--- src/rtl/msf_pkg.sv ---
// ----------------------------------------------------------------------------
// msf_pkg
// Shared widths, constants and handshake types of the mean-shift pixel filter.
// ----------------------------------------------------------------------------
package msf_pkg;

  // Default sizes of the frame store and iteration limit
  localparam int MAX_WIDTH_DEF  = 256;
  localparam int MAX_HEIGHT_DEF = 256;
  localparam int MAX_PASSES_DEF = 100;

  // Configuration register indexes
  localparam logic [1:0] CFG_SPATIAL_RADIUS  = 2'd0;
  localparam logic [1:0] CFG_COLOR_RADIUS_SQ = 2'd1;
  localparam logic [1:0] CFG_FRAME_WIDTH     = 2'd2;
  localparam logic [1:0] CFG_FRAME_HEIGHT    = 2'd3;

  // Configuration widths and reset values
  localparam int CFG_IDX_W  = 2;
  localparam int CFG_DATA_W = 34;
  localparam int RAD_W      = 4;
  localparam int DIM_W      = 9;
  localparam logic [RAD_W-1:0]      RAD_RST  = 4'd4;
  localparam logic [CFG_DATA_W-1:0] CRAD_RST = 34'd4194304;
  localparam logic [DIM_W-1:0]      DIM_RST  = 9'd256;

  // Pixel and datapath widths
  localparam int PIX_W   = 16;             // one Lab channel, Q8.8
  localparam int WORD_W  = 3 * PIX_W;      // one stored pixel
  localparam int CRD_W   = 9;              // window coordinate
  localparam int CNT_W   = 10;             // pixel count, up to 31 x 31
  localparam int SUM_W   = 20;             // sum of coordinates
  localparam int ACC_W   = 27;             // signed sum of a color channel
  localparam int DV_W    = 28;             // dividend of the rounding division
  localparam int DVS_W   = CNT_W + 1;      // divisor, twice the count
  localparam int DIV_CNT_W = 5;
  localparam int SQ_W    = 32;             // square of one 17-bit difference
  localparam int DIST_W  = 34;             // sum of three squares
  localparam int SHIFT_W = 40;
  localparam logic [SHIFT_W-1:0] SHIFT_LIMIT = 40'd196608;  // 3.0 in Q.16
  localparam int PASS_W  = 8;

  // Divider handshake
  typedef struct packed {
    logic             start;
    logic [DV_W-1:0]  dividend;
    logic [DVS_W-1:0] divisor;
  } div_req_t;

  typedef struct packed {
    logic            done;
    logic [DV_W-1:0] quotient;
  } div_rsp_t;

endpackage

--- src/rtl/msf_div.sv ---
// ----------------------------------------------------------------------------
// msf_div
// Restoring unsigned divider, one quotient bit per cycle.
// ----------------------------------------------------------------------------
module msf_div (
  input  logic              clk,
  input  logic              rst_n,
  input  msf_pkg::div_req_t req,
  output msf_pkg::div_rsp_t rsp
);

  logic [msf_pkg::DVS_W-1:0]     dvs_r;
  logic [msf_pkg::DVS_W-1:0]     rem_r, rem_nxt;
  logic [msf_pkg::DV_W-1:0]      dvd_r, dvd_nxt;
  logic [msf_pkg::DIV_CNT_W-1:0] cnt_r;
  logic                          busy_r, done_r;
  logic [msf_pkg::DVS_W:0]       rem_t;
  logic                          ge;

  // Shift in the next dividend bit and subtract where it fits
  always_comb begin
    rem_t   = {rem_r, dvd_r[msf_pkg::DV_W-1]};
    ge      = rem_t >= {1'b0, dvs_r};
    rem_nxt = ge ? msf_pkg::DVS_W'(rem_t - {1'b0, dvs_r}) : rem_t[msf_pkg::DVS_W-1:0];
    dvd_nxt = {dvd_r[msf_pkg::DV_W-2:0], ge};
  end

  // Control
  always_ff @(posedge clk) begin
    if (!rst_n) begin
      busy_r <= 1'b0;
      done_r <= 1'b0;
      cnt_r  <= '0;
    end else begin
      done_r <= 1'b0;
      if (req.start) begin
        busy_r <= 1'b1;
        cnt_r  <= '0;
      end else if (busy_r) begin
        cnt_r <= cnt_r + 1'b1;
        if (cnt_r == msf_pkg::DIV_CNT_W'(msf_pkg::DV_W - 1)) begin
          busy_r <= 1'b0;
          done_r <= 1'b1;
        end
      end
    end
  end

  // Datapath
  always_ff @(posedge clk) begin
    if (req.start) begin
      dvs_r <= req.divisor;
      dvd_r <= req.dividend;
      rem_r <= '0;
    end else if (busy_r) begin
      rem_r <= rem_nxt;
      dvd_r <= dvd_nxt;
    end
  end

  assign rsp.done     = done_r;
  assign rsp.quotient = dvd_r;

endmodule

--- config.mk ---
export PLATFORM = sky130hd
export DESIGN_NAME = msf_div
export DESIGN_NICKNAME = d
export VERILOG_FILES = /design/src/rtl/msf_pkg.sv /design/src/rtl/msf_div.sv
export SDC_FILE = /design/constraint.sdc
export NUM_CORES = 1
export LEC_CHECK = 0
export ABC_AREA = 1
export BUFFER_PORTS_ARGS = -buffer_cell sky130_fd_sc_hd__buf_2
export CAP_MARGIN = 20
export CORE_MARGIN = 10
export CORE_UTILIZATION = 31
export CTS_CLUSTER_SIZE = 8
export DETAILED_ROUTE_END_ITERATION = 10
export GPL_TIMING_DRIVEN = 1
export PLACE_DENSITY_LB_ADDON = 0.12
export RECOVER_POWER = 25
export SETUP_SLACK_MARGIN = 0.15
export SLEW_MARGIN = 0
export SYNTH_ARGS = -nofsm -noshare
export SYNTH_HDL_FRONTEND = slang
export SYNTH_SLANG_ARGS = --single-unit
--- constraint.sdc ---
create_clock -name clk -period 2.1 [get_ports clk]
set_input_delay 0.21 -clock clk [delete_from_list [all_inputs] [get_ports clk]]
set_output_delay 0.21 -clock clk [all_outputs]
set_load 0.05 [all_outputs]
==> flow_metrics.env, run 1 <==
export IMPL_synth_common_cells="nand2_1 (152), inv_1 (50), edfxtp_1 (39)"
export IMPL_numCtsBuffers=9
export IMPL_crit_top_cell="nand3_2"
export IMPL_final_area_um2=3870
export IMPL_cts_clk_slew_worst_paths_ns=0.07
export IMPL_use_met3_pct=7.03
export IMPL_dp_hpwl_um=5860
export IMPL_hold_viol_final=0
export IMPL_critPathMaxFanout=7
export IMPL_clock_sinks=57
export IMPL_start_util_pct=31.9
export IMPL_dieArea_um2=14500
export IMPL_worstSkewPairLatency_ns=0.34
export IMPL_grtUsageMet2_pct=18.8
export IMPL_path_cells="ha_2 -> fa_2 -> inv_2 -> nand3_2 -> nand3_4 -> nand2_2 -> nand4_4 -> buf_12 -> nand3_2 -> nand3_1 -> nand2_1"
export IMPL_synthesis_area_um2=3130
export IMPL_critPathKind="register to register"
export IMPL_coreArea_um2=9820
export IMPL_wire_per_inst_um=13.8
export IMPL_htreeDepth=3
export IMPL_fin_setup_tns_ns=0
export IMPL_hold_end="dvs_r[3]"
export IMPL_row_count=36
export IMPL_tightest_slew_ns=0.932
export IMPL_grt_pass1_vias=2860
export IMPL_root_buffer="clkbuf_8"
export IMPL_end_kind="register"
export IMPL_skew_ns=0.00908
export IMPL_arrival_ns=2.06
export IMPL_yosysWarningCount=0
export IMPL_seqCellArea_um2=1530
export IMPL_grt_max_degree=42
export IMPL_yosysMostFrequentCell="nand2_1"
export IMPL_ys_types=29
export IMPL_grt_use_met1_pct=13.7
export IMPL_drt_wl_total_um=8280
export IMPL_place_congestion=0.840
export IMPL_io_pin_count=71
export IMPL_finalPower_mw=2.90
export IMPL_maxSlewHeadroom_pct=37.8
export IMPL_hold_ws_ns=0.0430
export IMPL_setup_viol=0
export IMPL_synth_top_cells_by_area="edfxtp_1 (37%), nand2_1 (18%), dfxtp_1 (12%)"
export IMPL_drc=0
export IMPL_synthCells=381
export IMPL_port_buffers=70
export IMPL_synth_edf_count=39
export IMPL_via_per_inst=4.47
export IMPL_grt_pass1_wl_um=14100
export IMPL_synthesis_nets=436
export IMPL_slew_violations=0
export IMPL_slowest_delay_ns=0.37
export IMPL_synth_top_area_cell="edfxtp_1"
export IMPL_crit_slowest_cell="edfxtp_1"
export IMPL_cp_start_kind="register"
export IMPL_hp_start="req[3]"
export IMPL_clk_path_buf_depth=2
export IMPL_grt_usage_pct=12.1
export IMPL_multi_input_area_um2=1350
export IMPL_r2r_end="rem_r[6]"
export IMPL_ir_drop_uv=323
export IMPL_max_freq_mhz=548
export IMPL_num_vias=2674
export IMPL_die_y_um=120
export IMPL_ys_seq_area_share_pct=48.9
export IMPL_hold_depth=1
export IMPL_die_w_um=120
export IMPL_area_growth_pct=23.6
export IMPL_yosys_most_used_dff="edfxtp_1"
export IMPL_async_reset_ff_share_pct=0
export IMPL_drive_above_1_share_pct=27.4
export IMPL_reg2reg_slack_ns=0.27
export IMPL_holdBufCountCts=0
export IMPL_cts_tree="done"
export IMPL_powerDensity_nw_per_um2=750
export IMPL_postLayoutCoreUtil_pct=39.4
export IMPL_status="finished clean"
export IMPL_rsz0062_at_grt="no"
export IMPL_antenna_left=0
export IMPL_overflow=0
export IMPL_dpl_instance_area_um2=3620
export IMPL_synth_seq_cells=57
export IMPL_drt_first_pass_iters=5
export IMPL_r2r_start="dvs_r[0]"
export IMPL_hold_path_class="primary input to register"
export IMPL_rr_worst_depth=11
export IMPL_drt_iter0_drc=100
export IMPL_antenna_found_initial=1
export IMPL_cellLeakagePower_nw=1.93
export IMPL_fin_nets=514
export IMPL_period_share_pct=86.9
export IMPL_yosys_area_top_type_share_pct=37.4
export IMPL_n_fill_cell=1082
export IMPL_grt_most_used_layer="met2"
export IMPL_critPathRequiredTime_ns=2.33
export IMPL_drv_cap=0
export IMPL_finalCriticalPeriod_ns=1.83
export IMPL_avgSynthCellArea_um2=8.21
-- layout make-up --
cell class                 instances  area share, %
multi-input combinational        259           34.9
antenna                            1         0.0647
sequential                        57           39.6
inverter                          52           5.05
tap                              133           4.30
timing repair buffer              80           11.2
clock buffer                      11           3.40
clock inverter                     5           1.46
-- critical path, delay by kind of cell (launching register included) --
kind,cells,cell delay [ns]
flip-flops,1,0.37
AND/OR/NAND/NOR,7,0.57
adder cells (fa/ha/maj),2,0.57
buffers and inverters,2,0.22
-- routing by layer --
metal	share of wire [%]	routed length, µm
met1	44	3690
met2	44	3650
met3	10	845
met4	1.1	87
met5	0.16	13
-- worst max-delay path by stage --
stage                   start       end  depth (start not counted)
global placement       busy_r    busy_r                          5
finish               dvs_r[0]  rem_r[6]                         11
global route        dvd_r[27]  rem_r[5]                         12
detailed placement  dvd_r[27]  dvd_r[0]                         10
CTS                 dvd_r[27]  dvd_r[0]                         10
floorplan           dvd_r[27]  rem_r[6]                         12
-- registers in the layout, summed over array words and instances (netlist names) --
name,flops
dvd_r,28
dvs_r,11
busy_r,1
done_r,1
cnt_r,5
rem_r,11
-- cells by family (layout without fill, tap and decap cells) --
| logic type | count (synthesis) | count (layout) | share of synthesized area [%] |
|---|---|---|---|
| simple gates | 234 | 234 | 33.9 |
| buf+inv | 65 | 148 | 9.04 |
| flops | 57 | 57 | 48.9 |
| fa+ha+maj | 13 | 13 | 5.44 |
| compound gates | 7 | 7 | 1.32 |
| xor+xnor | 5 | 5 | 1.40 |
| other cells | 0 | 1 | 0 |
-- layout by cell type (no fill, tap or decap), types with 4 or more instances in the layout --
cell type and n:
clkbuf_8 9, inv_1 49, ha_1 11, edfxtp_1 39
nand3_2 9, buf_4 8, clkbuf_1 4, dfxtp_1 18
nand2_1 152, nand3_1 22, nand4_1 15, buf_2 68
nand2_2 13, nor2_1 12, a21oi_1 5
-- per-stage QoR --
stage / instances / worst slack [ns]
after floorplan: 381 / 0.0398
after global placement: 576 / 0.188
after detailed placement: 576 / 0.181
after CTS: 592 / 0.153
after global routing: 597 / 0.170
final: 598 / 0.274
-- repair_timing --
| item | in CTS | in global routing |
|---|---|---|
| buffers inserted | 0 | 5 |
| gates resized for setup | 0 | 2 |
| endpoints found under the setup margin | 0 | 39 |
-- where the power goes --
group | internal [mW] | leakage, nW | switching [mW]
Combinational | 0.150 | 1.30 | 0.403
Clock | 0.547 | 0.0933 | 0.467
Sequential | 1.30 | 0.541 | 0.0392
Total | 1.99 | 1.93 | 0.910
Note: power is estimated with default switching activity, not from simulation.
==> run 2: changes to the inputs <==
==> constraint.sdc (replaced) <==
create_clock -name clk -period 1.7 [get_ports clk]
set_input_delay 0.17 -clock clk [delete_from_list [all_inputs] [get_ports clk]]
set_output_delay 0.17 -clock clk [all_outputs]
set_load 0.05 [all_outputs]
==> flow_metrics.env, run 2 (synthesis results as in run 1) <==
export IMPL_slew_violations=0
export IMPL_wire_per_inst_um=13.2
export IMPL_ir_drop_uv=406
export IMPL_arrival_ns=2.04
export IMPL_die_y_um=120
export IMPL_grtUsageMet2_pct=18.0
export IMPL_worst_slack_ns=-0.120
export IMPL_grt_use_met1_pct=14.7
export IMPL_grt_pass1_wl_um=14000
export IMPL_num_vias=2742
export IMPL_hold_ws_ns=0.0174
export IMPL_drv_cap=0
export IMPL_cellLeakagePower_nw=2.10
export IMPL_clkPwrFrac_pct=34.6
export IMPL_drt_iter0_drc=109
export IMPL_port_buffers=70
export IMPL_final_common_cell="nand2_1"
export IMPL_largest_register_ffs=28
export IMPL_die_w_um=120
export IMPL_powerDensity_nw_per_um2=886
export IMPL_maxSlewHeadroom_pct=33.2
export IMPL_status="complete, but fails checks"
export IMPL_critPathKind="register to register"
export IMPL_place_congestion=0.814
export IMPL_critPathMaxFanout=7
export IMPL_grt_max_degree=30
export IMPL_p_sw_share_pct=31.0
export IMPL_antenna_found_initial=0
export IMPL_setup_viol=12
export IMPL_reg2reg_slack_ns=-0.12
export IMPL_combPwrFrac_pct=21.0
export IMPL_grt_pass1_vias=2925
export IMPL_area_growth_pct=33.9
export IMPL_seqPwrFrac_pct=44.4
export IMPL_coreArea_um2=9820
export IMPL_p_sw_mw=1.15
export IMPL_grt_most_used_layer="met2"
export IMPL_drt_first_pass_iters=4
export IMPL_end_kind="register"
export IMPL_dp_hpwl_um=6280
export IMPL_max_freq_mhz=549
export IMPL_hold_path_class="primary input to register"
export IMPL_cts_tree="done"
export IMPL_fin_nets=544
export IMPL_tightest_slew_ns=0.999
export IMPL_drt_wl_total_um=8310
export IMPL_overflow=0
export IMPL_via_per_inst=4.37
export IMPL_period_share_pct=107
export IMPL_clk_path_buf_depth=2
export IMPL_largest_register="dvd_r"
export IMPL_grt_usage_pct=11.9
export IMPL_cp_start_kind="register"
export IMPL_use_met3_pct=5.72
export IMPL_n_fill_cell=1067
export IMPL_drive_above_1_share_pct=33.0
export IMPL_p_int_mw=2.56
export IMPL_failed_checks="setup timing"
export IMPL_hold_viol_final=0
export IMPL_skew_ns=0.00815
export IMPL_top_regs="dvd_r x28, dvs_r x11, rem_r x11"
export IMPL_row_count=36
export IMPL_clock_sinks=57
export IMPL_final_cell_mix="nand2_1 (151), buf_2 (70), inv_1 (47), edfxtp_1 (39), buf_4 (27)"
export IMPL_drc=0
export IMPL_htreeDepth=3
export IMPL_critPathRequiredTime_ns=1.92
export IMPL_rsz0062_at_grt="yes"
export IMPL_antenna_left=0
export IMPL_cts_clk_slew_worst_paths_ns=0.07
export IMPL_dieArea_um2=14500
export IMPL_num_antenna_cells=0
export IMPL_worstSkewPairLatency_ns=0.33
export IMPL_start_util_pct=31.9
export IMPL_finalCriticalPeriod_ns=1.82
export IMPL_root_buffer="clkbuf_8"
export IMPL_postLayoutCoreUtil_pct=42.7
export IMPL_io_pin_count=71
export IMPL_numCtsBuffers=9
run 2: cell types whose count changed in the layout (fill, tap and decap cells not counted), moves of 2 or more:
| cell | change |
|---|---|
| buf_4 | +19 |
| clkbuf_1 | -2 |
| inv_2 | +2 |
| buf_6 | +4 |
| ha_1 | -3 |
| nand3_1 | -4 |
| buf_2 | +2 |
| ha_4 | +2 |
| inv_1 | -2 |
| nand3_2 | +3 |
| dlygate4sd3_1 | +6 |
run 2: power groups by stage:
| stage | logic (mW) | registers, mW | clock network [mW] |
|---|---|---|---|
| after floorplan | 0.252 | 1.91 | 0 |
| after global placement | 0.750 | 1.67 | 0 |
| after detailed placement | 0.750 | 1.67 | 0 |
| after CTS | 0.765 | 1.65 | 1.32 |
| after global routing | 0.851 | 1.66 | 1.40 |
| final | 0.780 | 1.65 | 1.28 |
run 2: per-stage QoR:
step	std cells	setup TNS (ns)	setup slack, ns	total power [mW]	cell area [µm²]
floorplan	381	-4.09	-0.360	2.17	3150
global placement	601	-0.516	-0.0624	2.42	3820
detailed placement	601	-0.898	-0.115	2.42	3820
CTS	620	-0.806	-0.103	3.73	4080
global route	627	-2.34	-0.227	3.91	4190
finish	627	-1.04	-0.120	3.71	4190
run 2: metal layers:
layer	part of all wire, %	vias up
met1	47	1240
met4	1.0	0
met2	44	63
li1	-	1432
met5	0	-
met3	8.3	7
run 2: final timing paths:
check,end,startpoint,cells past startpoint
worst max-delay path,rem_r[9],dvs_r[0],11
worst min-delay path,dvs_r[8],req[8],1
worst max register to register,rem_r[9],dvs_r[0],11
worst min register to register,rem_r[10],rem_r[10],2
run 2: area by class of cell:
cell class / count / area [µm²] / share of cell area, %
Sequential cell: 57 / 1530 / 36.5
Multi-Input combinational cell: 259 / 1410 / 33.7
Timing Repair Buffer: 110 / 687 / 16.4
Inverter: 52 / 195 / 4.66
Tap cell: 133 / 166 / 3.97
Clock buffer: 11 / 141 / 3.37
Clock inverter: 5 / 55.1 / 1.31
run 2: critical path, stage by stage, from the launching register on:
cell and delay (ns):
edfxtp_1 0.42, ha_4 0.19, fa_2 0.37, inv_2 0.07
nand3_2 0.06, nand3_2 0.09, nand2_4 0.07, nand4_4 0.13
buf_6 0.14, nand3_4 0.05, nand3_2 0.06, nand2_1 0.06
run 2: timing repair:
| item | in CTS | in global routing |
|---|---|---|
| hold buffers | 1 | 5 |
| pin swaps | 2 | 4 |
| setup buffers | 2 | 2 |
| endpoints found under the hold margin | 1 | 5 |
| setup endpoints to repair | 12 | 12 |
| gates resized for setup | 6 | 13 |
